==> src/rtl/rcfp_pkg.sv <==
`default_nettype none
package rcfp_pkg;

   localparam int FRAC_BITS = 16;
   localparam int COORD_W   = 32;
   localparam int DIST_W    = 31;
   localparam int FACE_W    = 3;
   localparam int NUM_FACES = 6;
   localparam int NUM_AXES  = 3;
   // magnitude of c +- half - o
   localparam int NUM_W     = COORD_W + 1;
   localparam int DIV_W     = COORD_W;
   localparam int REM_W     = NUM_W + FRAC_BITS;
   localparam int CMP_W     = DIV_W + DIST_W;
   localparam int PROD_W    = 2 * COORD_W;
   localparam int OFF_W     = 2 * COORD_W - FRAC_BITS + 1;

   localparam int CSR_ADDR_W = 3;
   localparam int CSR_DATA_W = 32;
   localparam logic REG_MAX_LEN = 1'b0;

   localparam longint MAX_LEN_RAW = longint'(1000) <<< FRAC_BITS;
   localparam longint MAX_LEN_CAP = (longint'(1) <<< DIST_W) - 1;
   localparam logic [DIST_W-1:0] MAX_LEN_RESET =
      DIST_W'((MAX_LEN_RAW > MAX_LEN_CAP) ? MAX_LEN_CAP : MAX_LEN_RAW);

   typedef struct packed {
      logic signed [COORD_W-1:0] origin_x;
      logic signed [COORD_W-1:0] origin_y;
      logic signed [COORD_W-1:0] origin_z;
      logic signed [COORD_W-1:0] dir_x;
      logic signed [COORD_W-1:0] dir_y;
      logic signed [COORD_W-1:0] dir_z;
      logic signed [COORD_W-1:0] centre_x;
      logic signed [COORD_W-1:0] centre_y;
      logic signed [COORD_W-1:0] centre_z;
   } req_type;

   typedef struct packed {
      logic                      hit;
      logic [FACE_W-1:0]         face;
      logic signed [COORD_W-1:0] neighbour_x;
      logic signed [COORD_W-1:0] neighbour_y;
      logic signed [COORD_W-1:0] neighbour_z;
      logic [DIST_W-1:0]         distance;
   } rsp_type;

   // one slot of the divider chain: six long divisions in flight
   typedef struct packed {
      req_type                             ray;
      logic [NUM_FACES-1:0]                cand;
      logic [NUM_FACES-1:0][REM_W-1:0]     rem;
      logic [NUM_FACES-1:0][DIST_W-1:0]    quo;
      logic [NUM_AXES-1:0][DIV_W-1:0]      dvs;
   } div_type;

   typedef struct packed {
      req_type                             ray;
      logic [NUM_FACES-1:0]                ok;
      logic [NUM_FACES-1:0][DIST_W-1:0]    t;
      logic [NUM_FACES-1:0][1:0][PROD_W-1:0] prod;
   } mul_type;

   function automatic logic signed [COORD_W-1:0] pick3(
      input logic signed [COORD_W-1:0] vx,
      input logic signed [COORD_W-1:0] vy,
      input logic signed [COORD_W-1:0] vz,
      input logic [1:0]                ax);
      logic signed [COORD_W-1:0] r;
      unique case (ax)
         2'd1:    r = vy;
         2'd2:    r = vz;
         default: r = vx;
      endcase
      return r;
   endfunction

endpackage
`default_nettype wire

==> src/rtl/rcfp_front.sv <==
`default_nettype none
module rcfp_front (
   input  wire logic              clock,
   input  wire logic              reset,
   input  wire logic              load,
   input  wire logic              in_valid,
   input  wire rcfp_pkg::req_type in_data,
   output logic                   valid_ff,
   output rcfp_pkg::div_type      data_ff
);
   import rcfp_pkg::*;

   localparam logic signed [NUM_W:0] HALF_N = (NUM_W+1)'(1) <<< (FRAC_BITS - 1);

   div_type data_in;

   always_comb begin
      logic signed [COORD_W-1:0] oa, ca, da;
      logic signed [NUM_W:0]     num;
      logic [NUM_W-1:0]          nabs;
      logic [DIV_W-1:0]          dabs;
      logic [CMP_W-1:0]          nsh;
      logic                      den_neg, ovf, cnd;
      data_in = '0;
      data_in.ray = in_data;
      for (int i = 0; i < NUM_FACES; i++) begin
         oa = pick3(in_data.origin_x, in_data.origin_y, in_data.origin_z, 2'(i / 2));
         ca = pick3(in_data.centre_x, in_data.centre_y, in_data.centre_z, 2'(i / 2));
         da = pick3(in_data.dir_x, in_data.dir_y, in_data.dir_z, 2'(i / 2));
         if (i % 2 == 0) begin
            num     = (NUM_W+1)'(ca) - (NUM_W+1)'(oa) + HALF_N;
            den_neg = da[COORD_W-1];
         end else begin
            num     = (NUM_W+1)'(oa) - (NUM_W+1)'(ca) + HALF_N;
            den_neg = (da != '0) && !da[COORD_W-1];
         end
         nabs = num[NUM_W] ? NUM_W'(-num) : NUM_W'(num);
         dabs = da[COORD_W-1] ? DIV_W'(-da) : DIV_W'(da);
         nsh  = CMP_W'({nabs, {FRAC_BITS{1'b0}}});
         // quotient of 2^31 or more can never beat the limit
         ovf  = nsh >= (CMP_W'(dabs) << DIST_W);
         cnd  = (da != '0) && (num != '0) && (num[NUM_W] == den_neg) && !ovf;
         data_in.cand[i]     = cnd;
         data_in.rem[i]      = {nabs, {FRAC_BITS{1'b0}}};
         data_in.quo[i]      = '0;
         data_in.dvs[i / 2]  = dabs;
      end
   end

   always_ff @(posedge clock) begin
      if (reset) begin
         valid_ff <= 1'b0;
      end else if (load) begin
         valid_ff <= in_valid;
      end
      if (load) begin
         data_ff <= data_in;
      end
   end

endmodule
`default_nettype wire

==> config.mk <==
export PLATFORM = sky130hd
export DESIGN_NAME = rcfp_front
export DESIGN_NICKNAME = d
export VERILOG_FILES = /design/src/rtl/rcfp_pkg.sv /design/src/rtl/rcfp_front.sv
export SDC_FILE = /design/constraint.sdc
export NUM_CORES = 1
export LEC_CHECK = 0
export CELL_PAD_IN_SITES_DETAIL_PLACEMENT = 1
export CELL_PAD_IN_SITES_GLOBAL_PLACEMENT = 1
export CORE_AREA = 2 2 455 457
export DETAILED_ROUTE_END_ITERATION = 8
export DIE_AREA = 0 0 457 459
export DONT_BUFFER_PORTS = 1
export PLACE_DENSITY = 0.52
export SYNTH_ARGS = -nofsm -noshare
export SYNTH_HDL_FRONTEND = slang
export SYNTH_SLANG_ARGS = --single-unit
export TNS_END_PERCENT = 30
==> constraint.sdc <==
create_clock -name clock -period 17.7 [get_ports clock]
set_clock_uncertainty 0.05 [all_clocks]
set_input_delay 1.77 -clock clock [delete_from_list [all_inputs] [get_ports clock]]
set_output_delay 1.77 -clock clock [all_outputs]
set_load 0.02 [all_outputs]
==> results of run 1 <==
[per-stage QoR]
step                      std cells  hold WS, ps  setup WS (ps)  util (%)
final                          7189          572           8930      23.8
after global routing           7187          608           8450      23.8
after CTS                      7184          587           8860      23.8
after global placement         7057          549           8070      22.6
after detailed placement       7057          577           8090      22.6
after floorplan                4758          529          10220         -
[worst max-delay path by stage]
| stage | to | slack (ps) | cells after the start |
|---|---|---|---|
| finish | data_ff[580] | 8930 | 22 |
| CTS | data_ff[580] | 8860 | 22 |
| floorplan | data_ff[580] | 10220 | 26 |
| global route | data_ff[580] | 8450 | 22 |
| global placement | data_ff[580] | 8070 | 22 |
| detailed placement | data_ff[580] | 8090 | 22 |
[registers in the layout, summed over array words and instances (netlist names)]
name      count
data_ff     582
valid_ff      1
[worst register-to-register path, stage by stage (launching register included)]
cell and delay, ps:
dfxtp_1 440, mux2i_1 110, nor2_1 110
[where the power goes]
part | internal (W) | leakage, nW | switching (W)
Combinational | 0.000622 | 12.7 | 0.00118
Sequential | 0.00182 | 5.70 | 0.000406
Clock | 0.000898 | 1.19 | 0.000655
Total | 0.00334 | 19.6 | 0.00224
[placed cells by master, fill, tap and decap left out, drive strengths merged, types with 172 or more instances in the layout]
cell,synthesis,layout
xnor2,320,320
a21oi,275,275
nand2,248,248
xor2,172,172
conb,1,282
inv,353,361
nor2,242,242
edfxtp,582,582
ha,461,461
o21ai,172,172
[routing by layer]
metal  up-vias  wire, um  GRT usage, %
li1      15600         -             -
met1     16600     70500          18.6
met2      1032     80900          26.1
met3       128      9960          3.34
met4         0      2880          3.29
met5         -         0             0
[kinds of logic after synthesis]
group                      synth area share, %
and+or+nand+nor                           12.7
AOI/OAI and AO/OA                         15.4
buffers and inverters                     9.00
DFF                                       39.3
xor gates and xnor gates                  9.68
adders and majority gates                 13.4
muxes                                    0.598
other                                  0.00841
[final cells by class]
type	instances	share of cell area, %
Multi-Input combinational cell	3403	49.3
Sequential cell	583	35.7
Tap cell	2704	6.91
Clock buffer	81	3.79
Inverter	353	2.71
Clock inverter	46	1.16
Timing Repair Buffer	17	0.383
Antenna cell	2	0.0102
==> results.sh, run 1 <==
export IMPL_min_to="valid_ff"
export IMPL_cp_num_buf_inv=1
export IMPL_syn_avg_cell_area_sq_um=9.96
export IMPL_tightest_slew_ps=1190
export IMPL_crit_family="simple AND/OR/NAND/NOR gates"
export IMPL_worstRegToRegCells=2
export IMPL_drc=0
export IMPL_synth_edf_count=582
export IMPL_synth_most_common_cell="edfxtp_1"
export IMPL_critPathLaunchType="primary input"
export IMPL_seq_area_sq_mm=0.0175
export IMPL_max_freq_ghz=0.114
export IMPL_setup_tns_ps=0
export IMPL_peakVddDrop_mv=0.0671
export IMPL_avgViaCountPerCell=4.65
export IMPL_cts_root_buf="clkbuf_16"
export IMPL_post_cts_setup_buffers=0
export IMPL_cts_buffers=71
export IMPL_drt_pass1_iter_count=5
export IMPL_port_buffers=0
export IMPL_setup_violations=0
export IMPL_multi_input_area_sq_mm=0.0241
export IMPL_r2r_start="valid_ff"
export IMPL_drive_gt1_share_pct=4.55
export IMPL_crit_chain="inv_1, ha_1, ha_1, fa_1, a21o_1, maj3_1, maj3_1, o21ai_1, xor2_1, nor3_1, nand3_1, nor4_1, nand4_1, o21bai_1, xnor2_1, ha_1, nand4_1, nor4_1, and3_1, o211ai_1, o31ai_1, a31oi_1"
export IMPL_hold_path_depth=2
export IMPL_cts_tree="yes"
export IMPL_crit_type="in2reg"
export IMPL_cts_hold_buf=0
export IMPL_outcome="complete, no violations"
export IMPL_core_area_sq_mm=0.206
export IMPL_ys_flop_type="edfxtp_1"
export IMPL_drtIter0Drc=2156
export IMPL_synth_top_area_share_pct=39.2
export IMPL_globalRouteOverflowTotal=0
export IMPL_htree_levels=3
export IMPL_nets=5186
export IMPL_ioPinCount=1163
export IMPL_rsz0062_at_grt="no"
export IMPL_antenna_found_initial=3
export IMPL_fin_crit_ps=8770
export IMPL_start_util_pct=21.7
export IMPL_r2r_end="valid_ff"
export IMPL_syn_cell_area_sq_mm=0.0446
export IMPL_crit_start="in_data[1]"
export IMPL_insertion_delay_ps=670
export IMPL_yosys_top_cells_count="edfxtp_1 (582), ha_1 (461), inv_1 (353)"
export IMPL_vias=33400
export IMPL_cpPeakStageDelay_ps=920
export IMPL_grt_first_pass_wirelength_um=236000
export IMPL_yosys_warnings=0
export IMPL_dp_hpwl_um=135000
export IMPL_cp_slowest_cell="nor4_1"
export IMPL_cp_max_fo=6
export IMPL_finalWeightedCongestion=0.862
export IMPL_arrival_ps=9110
export IMPL_seq_area_frac_synth_pct=39.3
export IMPL_final_antenna_net_count=0
export IMPL_synthDistinctLibCells=103
export IMPL_clock_path_buffers=3
export IMPL_power_w=0.00558
export IMPL_die_h_um=459
export IMPL_end_kind="register"
export IMPL_critical_path_required_ps=18040
export IMPL_yosysTopAreaCell="edfxtp_1"
export IMPL_cts_sinks=583
export IMPL_reg2reg_slack_ps=16930
export IMPL_synthArstFlopShare_pct=0
export IMPL_place_area_sq_mm=0.0464
export IMPL_fin_area_sq_mm=0.0490
export IMPL_synth_area_leaders="edfxtp_1 (39%), ha_1 (13%), xnor2_1 (6.3%), buf_4 (4.9%), xor2_1 (3.4%)"
export IMPL_drt_wirelength_per_cell_um=22.8
export IMPL_cap_viol_max_count=0
export IMPL_path_common_cell="ha_1"
export IMPL_first_global_vias=33700
export IMPL_grt_util_all_layers_pct=14.9
export IMPL_rows=167
export IMPL_die_w_um=457
export IMPL_drt_total_wl_um=164000
export IMPL_netlist_instances=4477
export IMPL_nFillCells=23700
export IMPL_slew_headroom_pct=19.5
export IMPL_drv_slew=0
export IMPL_hold_viol=0
export IMPL_leakagePower_nw=19.6
export IMPL_area_growth_pct=9.84
export IMPL_die_area_sq_mm=0.210
export IMPL_grt_max_degree=584
export IMPL_cts_resized=0
export IMPL_hp_class="reg2reg"
export IMPL_min_period_over_period_pct=49.6
export IMPL_clk_pin_slew_ps=60
export IMPL_power_density_mw_per_mm2=114
export IMPL_yosys_register_bits=583
export IMPL_hp_start="valid_ff"
Note: power is estimated with default switching activity, not from simulation.
==> inputs of run 2 (changes only) <==
- CORE_AREA: 2 2 455 457 -> 2 2 452 454
- DIE_AREA: 0 0 457 459 -> 0 0 454 456
- PLACE_DENSITY: 0.52 -> 0.54
- clock period: 17.7 -> 7.4 ns (I/O delays scaled with it)
==> results.sh, run 2 (synthesis results as in run 1) <==
export IMPL_outcome="complete, but fails checks"
export IMPL_violations="slew limit"
export IMPL_cts_sinks=583
export IMPL_final_common_cell="edfxtp_1"
export IMPL_peakVddDrop_mv=0.182
export IMPL_cp_max_fo=6
export IMPL_power_density_mw_per_mm2=269
export IMPL_tightest_slew_ps=1830
export IMPL_slew_headroom_pct=-21.9
export IMPL_first_global_vias=34100
export IMPL_setup_tns_ps=0
export IMPL_cts_tree="yes"
export IMPL_cts_root_buf="clkbuf_16"
export IMPL_place_ws_ps=-298
export IMPL_worstRegToRegCells=2
export IMPL_drc=0
export IMPL_arrival_ps=7390
export IMPL_multi_input_area_sq_mm=0.0241
export IMPL_grt_first_pass_wirelength_um=237000
export IMPL_most_common_layout_cells="edfxtp_1 (582), ha_1 (461), inv_1 (353), xnor2_1 (320), conb_1 (282)"
export IMPL_finalWeightedCongestion=0.910
export IMPL_finalWorstSetupSlack_ps=442
export IMPL_drive_gt1_share_pct=6.20
export IMPL_leakagePower_nw=19.9
export IMPL_area_growth_pct=10.9
export IMPL_largest_register="data_ff"
export IMPL_hold_viol=0
export IMPL_nFillCells=23200
export IMPL_critical_path_required_ps=7830
export IMPL_drtIter0Drc=2149
export IMPL_min_period_over_period_pct=94.0
export IMPL_cap_viol_max_count=0
export IMPL_critPathLaunchType="primary input"
export IMPL_avgViaCountPerCell=4.65
export IMPL_grt_util_all_layers_pct=15.4
export IMPL_fin_crit_ps=6960
export IMPL_drt_wirelength_per_cell_um=23.0
export IMPL_cpPeakStageDelay_ps=560
export IMPL_grt_max_degree=584
export IMPL_hold_path_depth=0
export IMPL_final_antenna_net_count=0
export IMPL_htree_levels=3
export IMPL_port_buffers=0
export IMPL_setup_violations=0
export IMPL_core_area_sq_mm=0.202
export IMPL_antenna_found_initial=10
export IMPL_seq_area_sq_mm=0.0175
export IMPL_ioPinCount=1163
export IMPL_drt_total_wl_um=167000
export IMPL_reg2reg_slack_ps=6640
export IMPL_end_kind="register"
export IMPL_place_area_sq_mm=0.0471
export IMPL_crit_type="in2reg"
export IMPL_nets=5270
export IMPL_power_w=0.0133
export IMPL_hp_class="in2reg"
export IMPL_clk_pin_slew_ps=60
export IMPL_fin_area_sq_mm=0.0494
export IMPL_die_area_sq_mm=0.207
export IMPL_max_freq_ghz=0.144
export IMPL_vias=33800
export IMPL_drt_pass1_iter_count=5
export IMPL_largest_reg_flops=582
export IMPL_r2r_start="valid_ff"
export IMPL_insertion_delay_ps=670
export IMPL_rows=165
export IMPL_start_util_pct=22.1
export IMPL_cts_buffers=72
export IMPL_dp_hpwl_um=138000
export IMPL_placed_cells=7110
export IMPL_drv_slew=139
export IMPL_globalRouteOverflowTotal=0
export IMPL_die_w_um=454
export IMPL_r2r_end="valid_ff"
export IMPL_hp_start="in_data[172]"
export IMPL_min_to="data_ff[754]"
export IMPL_clock_path_buffers=3
export IMPL_die_h_um=456
export IMPL_rsz0062_at_grt="no"
export IMPL_cp_slowest_cell="nor4b_2"
export IMPL_largestRegisters="data_ff: 582 flops, valid_ff: 1 flops"
export IMPL_final_instance_count_excl_fill=7252
-- run 2: final cells by class --
cell class                 instances  share of cell area (%)
antenna                           13                  0.0658
clock inverter                    42                   0.866
multi-input combinational       3403                    48.9
clock buffer                      86                    3.84
sequential                       583                    35.4
tap                             2672                    6.77
inverter                         353                    2.68
timing repair buffer             100                    1.52
-- run 2: layer usage --
metal	GRT usage [%]	part of all wire [%]	vias to the layer above
met3	3.08	5.4	176
met4	4.63	2.9	2
met2	27.0	49	984
met1	18.8	43	16800
met5	0	0.0060	-
li1	-	-	15800
-- run 2: worst max-delay path: cells and delay by family --
| kind | cells | cell delay, ps |
|---|---|---|
| fa+ha+maj | 6 | 2290 |
| compound gates | 10 | 2170 |
| simple gates | 7 | 1370 |
| xor+xnor | 2 | 580 |
| buf+inv | 2 | 200 |
-- run 2: worst max path at each step --
stage                           from           end  slack [ps]  depth (start not counted)
after floorplan           in_data[1]  data_ff[580]         950                         26
after global placement    in_data[1]  data_ff[580]        -230                         27
after detailed placement  in_data[1]  data_ff[580]        -300                         27
after CTS                 in_data[1]  data_ff[580]         450                         27
after global routing      in_data[1]  data_ff[580]          20                         27
final                     in_data[1]  data_ff[580]         440                         27
-- run 2: where the power goes --
| part | switching (W) | internal (W) | total, W |
|---|---|---|---|
| clock network | 0.00157 | 0.00200 | 0.00357 |
| registers | 0.000964 | 0.00435 | 0.00532 |
| logic | 0.00282 | 0.00160 | 0.00442 |
| total | 0.00535 | 0.00796 | 0.0133 |
-- run 2: repair_timing --
action,CTS,global route
gates resized for setup,0,0
endpoints found under the hold margin,1,0
hold buffers,1,0
setup buffers,0,0
-- run 2: stage by stage --
step | hold slack (ps) | util [%]
global route | 24.2 | 24.5
detailed placement | 562 | 23.3
floorplan | 529 | -
finish | 81.6 | 24.5
global placement | 557 | 23.3
CTS | 2.02 | 24.5
