--- config.mk ---
export PLATFORM = sky130hd
export DESIGN_NAME = rcfp_div_cell
export DESIGN_NICKNAME = d
export VERILOG_FILES = /design/src/rtl/rcfp_pkg.sv /design/src/rtl/rcfp_div_cell.sv
export SDC_FILE = /design/constraint.sdc
export NUM_CORES = 1
export LEC_CHECK = 0
export BUFFER_PORTS_ARGS = -buffer_cell sky130_fd_sc_hd__buf_2
export CAP_MARGIN = 30
export CELL_PAD_IN_SITES_DETAIL_PLACEMENT = 0
export CELL_PAD_IN_SITES_GLOBAL_PLACEMENT = 1
export CORE_AREA = 3 3 688 690
export CTS_CLUSTER_SIZE = 30
export DETAILED_ROUTE_END_ITERATION = 8
export DIE_AREA = 0 0 691 693
export PLACE_DENSITY_LB_ADDON = 0.1
export SLEW_MARGIN = 5
export SYNTH_ARGS = -nofsm -noshare
export SYNTH_HDL_FRONTEND = slang
export SYNTH_SLANG_ARGS = --single-unit
--- constraint.sdc ---
create_clock -name clock -period 4 [get_ports clock]
set_clock_uncertainty 0.15 [all_clocks]
set_input_delay 0.8 -clock clock [delete_from_list [all_inputs] [get_ports clock]]
set_output_delay 0.8 -clock clock [all_outputs]
set_load 0.05 [all_outputs]
--- src/rtl/rcfp_pkg.sv ---
`default_nettype none
package rcfp_pkg;

   localparam int FRAC_BITS = 16;
   localparam int COORD_W   = 32;
   localparam int DIST_W    = 31;
   localparam int FACE_W    = 3;
   localparam int NUM_FACES = 6;
   localparam int NUM_AXES  = 3;
   // magnitude of c +- half - o
   localparam int NUM_W     = COORD_W + 1;
   localparam int DIV_W     = COORD_W;
   localparam int REM_W     = NUM_W + FRAC_BITS;
   localparam int CMP_W     = DIV_W + DIST_W;
   localparam int PROD_W    = 2 * COORD_W;
   localparam int OFF_W     = 2 * COORD_W - FRAC_BITS + 1;

   localparam int CSR_ADDR_W = 3;
   localparam int CSR_DATA_W = 32;
   localparam logic REG_MAX_LEN = 1'b0;

   localparam longint MAX_LEN_RAW = longint'(1000) <<< FRAC_BITS;
   localparam longint MAX_LEN_CAP = (longint'(1) <<< DIST_W) - 1;
   localparam logic [DIST_W-1:0] MAX_LEN_RESET =
      DIST_W'((MAX_LEN_RAW > MAX_LEN_CAP) ? MAX_LEN_CAP : MAX_LEN_RAW);

   typedef struct packed {
      logic signed [COORD_W-1:0] origin_x;
      logic signed [COORD_W-1:0] origin_y;
      logic signed [COORD_W-1:0] origin_z;
      logic signed [COORD_W-1:0] dir_x;
      logic signed [COORD_W-1:0] dir_y;
      logic signed [COORD_W-1:0] dir_z;
      logic signed [COORD_W-1:0] centre_x;
      logic signed [COORD_W-1:0] centre_y;
      logic signed [COORD_W-1:0] centre_z;
   } req_type;

   typedef struct packed {
      logic                      hit;
      logic [FACE_W-1:0]         face;
      logic signed [COORD_W-1:0] neighbour_x;
      logic signed [COORD_W-1:0] neighbour_y;
      logic signed [COORD_W-1:0] neighbour_z;
      logic [DIST_W-1:0]         distance;
   } rsp_type;

   // one slot of the divider chain: six long divisions in flight
   typedef struct packed {
      req_type                             ray;
      logic [NUM_FACES-1:0]                cand;
      logic [NUM_FACES-1:0][REM_W-1:0]     rem;
      logic [NUM_FACES-1:0][DIST_W-1:0]    quo;
      logic [NUM_AXES-1:0][DIV_W-1:0]      dvs;
   } div_type;

   typedef struct packed {
      req_type                             ray;
      logic [NUM_FACES-1:0]                ok;
      logic [NUM_FACES-1:0][DIST_W-1:0]    t;
      logic [NUM_FACES-1:0][1:0][PROD_W-1:0] prod;
   } mul_type;

   function automatic logic signed [COORD_W-1:0] pick3(
      input logic signed [COORD_W-1:0] vx,
      input logic signed [COORD_W-1:0] vy,
      input logic signed [COORD_W-1:0] vz,
      input logic [1:0]                ax);
      logic signed [COORD_W-1:0] r;
      unique case (ax)
         2'd1:    r = vy;
         2'd2:    r = vz;
         default: r = vx;
      endcase
      return r;
   endfunction

endpackage
`default_nettype wire

--- src/rtl/rcfp_div_cell.sv ---
`default_nettype none
module rcfp_div_cell #(
   parameter int BIT = 0
) (
   input  wire logic              clock,
   input  wire logic              reset,
   input  wire logic              load,
   input  wire logic              in_valid,
   input  wire rcfp_pkg::div_type in_data,
   output logic                   valid_ff,
   output rcfp_pkg::div_type      data_ff
);
   import rcfp_pkg::*;

   div_type data_in;

   // settle quotient bit BIT of all six divisions
   always_comb begin
      logic [CMP_W-1:0] td;
      data_in = in_data;
      for (int i = 0; i < NUM_FACES; i++) begin
         td = CMP_W'(in_data.dvs[i / 2]) << BIT;
         if (CMP_W'(in_data.rem[i]) >= td) begin
            data_in.rem[i]      = in_data.rem[i] - REM_W'(td);
            data_in.quo[i][BIT] = 1'b1;
         end
      end
   end

   always_ff @(posedge clock) begin
      if (reset) begin
         valid_ff <= 1'b0;
      end else if (load) begin
         valid_ff <= in_valid;
      end
      if (load) begin
         data_ff <= data_in;
      end
   end

endmodule
`default_nettype wire

==> results.yml, run 1 <==
timing:
  maxClockFrequency_mhz: 257
  final.period_utilization: 0.974
  setup_viol: 0
  timing.final.max_slew_violations: 0
  setup_tns_ns: 0
  rsz0062_at_grt: "false"
  report.final.hold_viol_count: 0
  worst-slew-pin-transition_ns: 0.806
  timing.final.crit_period_ns: 3.90
  setup_slack_ns: 0.105
  slew-limit-headroom: 0.463
detailed_routing:
  vias_per_cell: 3.20
  dr_total_vias: 41100
  pre_repair_dr_iteration_count: 7
  detail_route.drc_violations: 0
  route.detailed.wl_per_inst_um: 27.0
  drt_wl_total_mm: 347
  antenna_left: 0
  initialDrtViolationCount: 1948
floorplan:
  area_of_the_placeable_core_sq_um: 467000
  die_outline_area_sq_um: 479000
  die_extent_in_y_um: 693
  dieWidth_um: 691
  rows: 251
  floorplan.io_pins: 1745
  floorplan.initialDensity: 0.0896
placement:
  place_congestion: 0.918
  preCtsSetupSlack_ns: -1.04
  hpwl_mm: 306
  placement.io_buffers: 1744
yosys:
  synthMuxAreaShare: 0.00894
  synth-simple-area-share: 0.109
  post_synth_instance_area_sq_um: 41900
  yosys_most_used_dff: "edfxtp_1"
  synthAdderAreaFrac: 0.0603
  yosysWarnings: 0
  compound_gate_portion_of_the_synthesized_area: 0.119
  ys_seq_elements: 871
  yosys.area.top_type: "edfxtp_1"
  synth_xor_area_frac: 0.0550
  synth_sequential_area_ratio: 0.625
  largest_family_of_logic_cells_by_synthesized_area: "compound AO/OA/AOI/OAI gates"
  synth_edf_count: 870
  synthesis.area_per_instance_sq_um: 12.6
  postSynth.asyncResetShare: 0
  synth_cells: 3323
  synth_fp_nets: 4395
  synthTopCellsByArea: "edfxtp_1 (62%), ha_1 (5.7%), a21oi_1 (3.4%)"
  yosysTopAreaCellShare: 0.624
  synth.distinct_cells: 83
global_routing:
  initial_antenna_violation_count: 298
  grt.overflow.total: 0
  grt_first_pass_wirelength_mm: 443
  vias_in_the_first_global_route: 43800
  grt_max_degree: 61
  grt_use_total: 0.139
clock_network:
  post_cts.repair.setup_buffers: 0
  path_clk_slew_ns: 0.06
  cts_tree: "built"
  number_of_levels_in_the_clock_h_tree: 4
  maximum_clock_path_buffer_count: 4
  numCtsBuffers: 135
  cts-root-buf: "clkbuf_16"
  clock_sink_count: 871
  worstSkewPairLatency_ns: 0.77
cells_and_area:
  fillCellCount: 52800
  drive_above_1_share: 0.438
  final_net_count: 7519
  area.growth.synth_to_final_pct: 77.5
status:
  run_status: "complete, no violations"
worst_hold_path:
  hold-path-endpoint: "data_ff[144]$_DFFE_PP_"
  min_delay_path_depth: 1
  hp-class: "input pin to flop"
  timing.hold.worst.start: "in_data[144]"
worst_setup_path:
  timing.critical_path.to_type: "flop"
  critPathKind: "input pin to flop"
  worstSetupStartpointType: "input pin"
  reg2reg_depth: 2
  worst_r2r_startpoint: "valid_ff$_SDFFE_PP0P_"
  crit_path_max_fanout: 3
  worst-endpoint-arrival_ns: 4.25
  rr_endpoint: "valid_ff$_SDFFE_PP0P_"
  critical_path_data_required_time_ns: 4.36
  reg2reg_setup_slack_ns: 3.25
run:
  maxCapViolations: 0
pwr:
  p_leak_uw: 0.0305
  maximum_resistive_drop_on_vdd_mv: 0.277
  p_total_uw: 33500
  power_density_nw_per_um2: 451
-- worst max path at each step --
stage | endpoint | start | slack [ns] | cells after the start
after CTS | data_ff[491]$_DFFE_PP_ | in_data[84] | 0.003 | 16
after global routing | data_ff[414]$_DFFE_PP_ | in_data[39] | 0.02 | 16
after global placement | data_ff[328]$_DFFE_PP_ | in_data[17] | -1.00 | 15
final | data_ff[424]$_DFFE_PP_ | in_data[380] | 0.10 | 17
after floorplan | data_ff[563]$_DFFE_PP_ | in_data[527] | 0.22 | 12
after detailed placement | data_ff[328]$_DFFE_PP_ | in_data[17] | -1.04 | 15
-- metrics by stage --
stage / instance area (sq um) / instances / hold slack [ns] / utilization
6_report: 74300 / 12800 / 0.0895 / 0.159
5_1_grt: 74200 / 12800 / 0.0295 / 0.159
4_1_cts: 74000 / 12700 / 0.000708 / 0.158
3_5_place_dp: 64700 / 12000 / 0.352 / 0.138
3_3_place_gp: 64700 / 12000 / 0.329 / 0.138
2_1_floorplan: 41900 / 3323 / 0.583 / -
-- Yosys cell counts (all sizes together) (10+ instances only) --
cell     instances
nand4           57
nor4b           11
nor2           237
ha             192
a21oi          284
o21bai          30
xnor2          144
o21ai          181
and3            28
o21a            31
nand3           65
nand2b          41
nor2b           25
o2111ai         10
a21o           100
inv            138
or2             20
a31oi           24
or4             11
nor4            37
clkbuf          77
o31ai           10
o211ai          17
and2            16
nand3b          10
mux2            27
or3             37
xor2           119
nor3            64
a21boi          13
nand2          234
edfxtp         870
buf             27
a211oi          21
-- power by group --
group	total, uW	internal [uW]	switching, uW
Sequential	11500	11100	345
Clock	12300	7250	5010
Combinational	9760	2930	6830
-- layer usage --
layer	routed length (um)	vias to the layer above	global-route usage
met3	23900	703	0.0422
met5	450	-	0
li1	-	18900	-
met1	121000	19800	0.138
met4	13500	66	0.0441
met2	188000	1637	0.273
-- sequential cells by signal, indices dropped and copies added (netlist names) --
name	flops
valid_ff	1
data_ff	870
-- layout make-up --
cell class,count,area (sq um),share of cell area
clock buffer,171,3580,0.0482
inverter,138,518,0.00697
tap,6198,7750,0.104
sequential,871,26100,0.352
multi-input combinational,2210,14800,0.200
antenna,91,228,0.00307
timing repair buffer,3091,20400,0.275
clock inverter,67,768,0.0103
-- critical path, cell delays in order --
cell and delay [ns]:
buf_2 0.08, inv_1 0.06, ha_1 0.21, fa_1 0.41, nor2b_1 0.19, o31a_1 0.14
buf_4 0.13, o311ai_0 0.14, buf_4 0.19, a21o_1 0.19, a31oi_1 0.17, buf_4 0.16
a21oi_1 0.13, or4_1 0.61, o311ai_1 0.39, buf_4 0.19, xnor2_1 0.05
-- placed cells by master (no fill, tap or decap), types with 64 or more instances in the layout --
cell type      Yosys  layout
xnor2_1          144     144
nand3_1           65      64
a21oi_1          284     282
buf_4              0     824
diode_2            0      91
nand2_1          233     233
o21ai_0          179     174
clkbuf_16          0     138
buf_2             14    1744
a21o_1           100      99
ha_1             192     192
xor2_1           119     119
inv_1            138     138
nor2_1           237     235
dlygate4sd3_1      0     493
edfxtp_1         870     870
-- kinds of logic (layout without fill, tap and decap cells) --
logic type / count (synthesis) / after routing
buffers and inverters: 242 / 3467
DFF: 871 / 871
AOI/OAI and AO/OA: 800 / 800
xor gates and xnor gates: 263 / 263
other: 0 / 91
muxes: 31 / 31
and+or+nand+nor: 918 / 918
adders and majority gates: 198 / 198
-- timing repair --
item,4_1_cts,5_1_grt
gates resized for setup,1,26
pin swaps,0,0
setup endpoints to repair,1,28
hold buffers,493,0
hold endpoints to repair,493,0
gates cloned,0,0
(Power assumes the default switching activity.)
==> inputs of run 2 (changes only) <==
--- a/config.mk
+++ b/config.mk
@@ -10,10 +10,9 @@
 export CELL_PAD_IN_SITES_DETAIL_PLACEMENT = 0
 export CELL_PAD_IN_SITES_GLOBAL_PLACEMENT = 1
 export CORE_AREA = 3 3 688 690
-export CTS_CLUSTER_SIZE = 30
 export DETAILED_ROUTE_END_ITERATION = 8
 export DIE_AREA = 0 0 691 693
-export PLACE_DENSITY_LB_ADDON = 0.1
+export PLACE_DENSITY = 0.3
 export SLEW_MARGIN = 5
 export SYNTH_ARGS = -nofsm -noshare
 export SYNTH_HDL_FRONTEND = slang
==> run 2 against run 1 <==
Non-clock buffer count shrank 123. Final cell count fell by 0.70%. Wire length increased by 7.9%. Die area did not move. Hold slack better by 0.026 ns. Sequential power about the same.
==> results.yml, run 2 (synthesis gave the netlist of run 1 again) <==
pwr:
  p_total_uw: 33900
  p_leak_uw: 0.0300
  power_density_nw_per_um2: 462
  maximum_resistive_drop_on_vdd_mv: 0.260
global_routing:
  vias_in_the_first_global_route: 42900
  grt_first_pass_wirelength_mm: 469
  grt_use_total: 0.150
  globalRouteMet1Util: 0.154
  met3_usage: 0.0606
  initial_antenna_violation_count: 332
  grtUsageMet2: 0.280
  grt.overflow.total: 0
  grt_max_degree: 106
  grt.busiest_layer: "met2"
worst_setup_path:
  critical_path_data_required_time_ns: 4.52
  reg2reg_depth: 3
  crit_path_max_fanout: 23
  crit_path_max_incr_delay_ns: 0.52
  worstSetupPathDepth: 15
  crit_path_top_delay_cell: "dlygate4sd3_1"
  worst_r2r_startpoint: "valid_ff$_SDFFE_PP0P_"
  critPathKind: "input pin to flop"
  worst-endpoint-arrival_ns: 4.44
  cp_cell_instances: "dlygate4sd3_1 -> buf_2 -> inv_1 -> ha_1 -> nand2_1 -> a211o_1 -> a211o_1 -> a311oi_2 -> buf_4 -> o2111ai_1 -> and3_1 -> buf_12 -> buf_12 -> o31ai_2 -> buf_4"
  crit_family: "buffers and inverters"
  rr_endpoint: "valid_ff$_SDFFE_PP0P_"
  reg2reg_setup_slack_ns: 2.72
  critPathBufInv: 7
  worstSetupStartpointType: "input pin"
  timing.critical_path.to_type: "flop"
clock_network:
  number_of_levels_in_the_clock_h_tree: 4
  cts_tree: "built"
  cts-root-buf: "clkbuf_16"
  path_clk_slew_ns: 0.06
  clock_sink_count: 871
  maximum_clock_path_buffer_count: 4
  worstSkewPairLatency_ns: 0.78
  numCtsBuffers: 137
floorplan:
  dieWidth_um: 691
  area_of_the_placeable_core_sq_um: 467000
  die_extent_in_y_um: 693
  rows: 251
  floorplan.io_pins: 1745
  die_outline_area_sq_um: 479000
  floorplan.initialDensity: 0.0896
timing:
  worst-slew-pin-transition_ns: 0.946
  setup_viol: 0
  timing.final.crit_period_ns: 3.92
  maxClockFrequency_mhz: 255
  timing.hold.ws_ns: 0.116
  setup_tns_ns: 0
  timing.final.max_slew_violations: 0
  rsz0062_at_grt: "false"
  setup_slack_ns: 0.0811
  report.final.hold_viol_count: 0
  final.period_utilization: 0.980
  slew-limit-headroom: 0.361
cells_and_area:
  layout_common_cells: "buf_2 (1743), edfxtp_1 (870), buf_4 (735), dlygate4sd3_1 (460), a21oi_1 (283)"
  final_cells: 12700
  final_net_count: 7398
  largest_registers: "data_ff: 870 flops, valid_ff: 1 flops"
  layout.cells.most_common: "buf_2"
  flip_flop_count_of_the_largest_register_after_layout: 870
  area.growth.synth_to_final_pct: 75.4
  regMostFlops: "data_ff"
  drive_above_1_share: 0.433
detailed_routing:
  pre_repair_dr_iteration_count: 6
  antenna_left: 0
  initialDrtViolationCount: 2241
  drt_wl_total_mm: 374
  route.detailed.wl_per_inst_um: 29.4
  dr_total_vias: 41300
  vias_per_cell: 3.24
  detail_route.drc_violations: 0
worst_hold_path:
  hold-path-endpoint: "data_ff[192]$_DFFE_PP_"
  hp-class: "input pin to flop"
  timing.hold.worst.start: "in_data[192]"
  min_delay_path_depth: 1
placement:
  preCtsSetupSlack_ns: -0.903
  placement.io_buffers: 1744
  hpwl_mm: 331
  placedCellCount: 11900
  place_congestion: 0.967
run:
  maxCapViolations: 0
status:
  run_status: "complete, no violations"
## run 2: cell count changes in the layout (fill, tap and decap cells not counted), sizes merged
cell,before,now
clkinv,43,54
inv,144,143
diode,91,120
dlymetal6s4s,0,1
clkinvlp,4,7
dlygate4sd3,493,460
buf,2598,2507
clkbuf,171,162
## run 2: cell type report
| cell class | instances | area [sq um] |
|---|---|---|
| sequential | 871 | 26100 |
| timing repair buffer | 2968 | 19400 |
| tap | 6198 | 7750 |
| antenna | 120 | 300 |
| fill | 52800 | 394000 |
| inverter | 138 | 518 |
| clock inverter | 80 | 820 |
| multi-input combinational | 2210 | 14800 |
| clock buffer | 162 | 3610 |
## run 2: timing repair
item / CTS / global route
gates resized for setup: 0 / 16
setup endpoints to repair: 0 / 48
hold buffers: 461 / 0
endpoints found under the hold margin: 460 / 0
buffers inserted: 0 / 1
## run 2: where the power goes
part | switching (uW) | internal, uW
Clock | 5180 | 7360
Sequential | 371 | 11200
Combinational | 6980 | 2850
Total | 12500 | 21400
## run 2: per-layer routing
| layer | vias up | wire length (um) |
|---|---|---|
| met5 | - | 450 |
| met4 | 66 | 12200 |
| met3 | 735 | 34900 |
| met2 | 1857 | 193000 |
| met1 | 19900 | 133000 |
| li1 | 18800 | - |
## run 2: worst reg2reg max path, stage by stage, from the launching register on
cell and delay (ns):
dfxtp_1 0.31, mux2i_1 0.12, nor2_1 0.05, dlygate4sd3_1 0.54
## run 2: worst max path at each step
stage	start	end	slack (ns)
2_1_floorplan	in_data[527]	data_ff[563]$_DFFE_PP_	0.22
3_3_place_gp	in_data[33]	data_ff[425]$_DFFE_PP_	-0.94
3_5_place_dp	in_data[33]	data_ff[425]$_DFFE_PP_	-0.90
4_1_cts	in_data[68]	data_ff[521]$_DFFE_PP_	0.005
5_1_grt	in_data[8]	data_ff[355]$_DFFE_PP_	0.02
6_report	in_data[8]	data_ff[290]$_DFFE_PP_	0.08
## run 2: through the flow
stage               area (sq um)   util
floorplan                  41900      -
global placement           64000  0.137
detailed placement         64000  0.137
CTS                        73000  0.156
global route               73300  0.157
finish                     73400  0.157
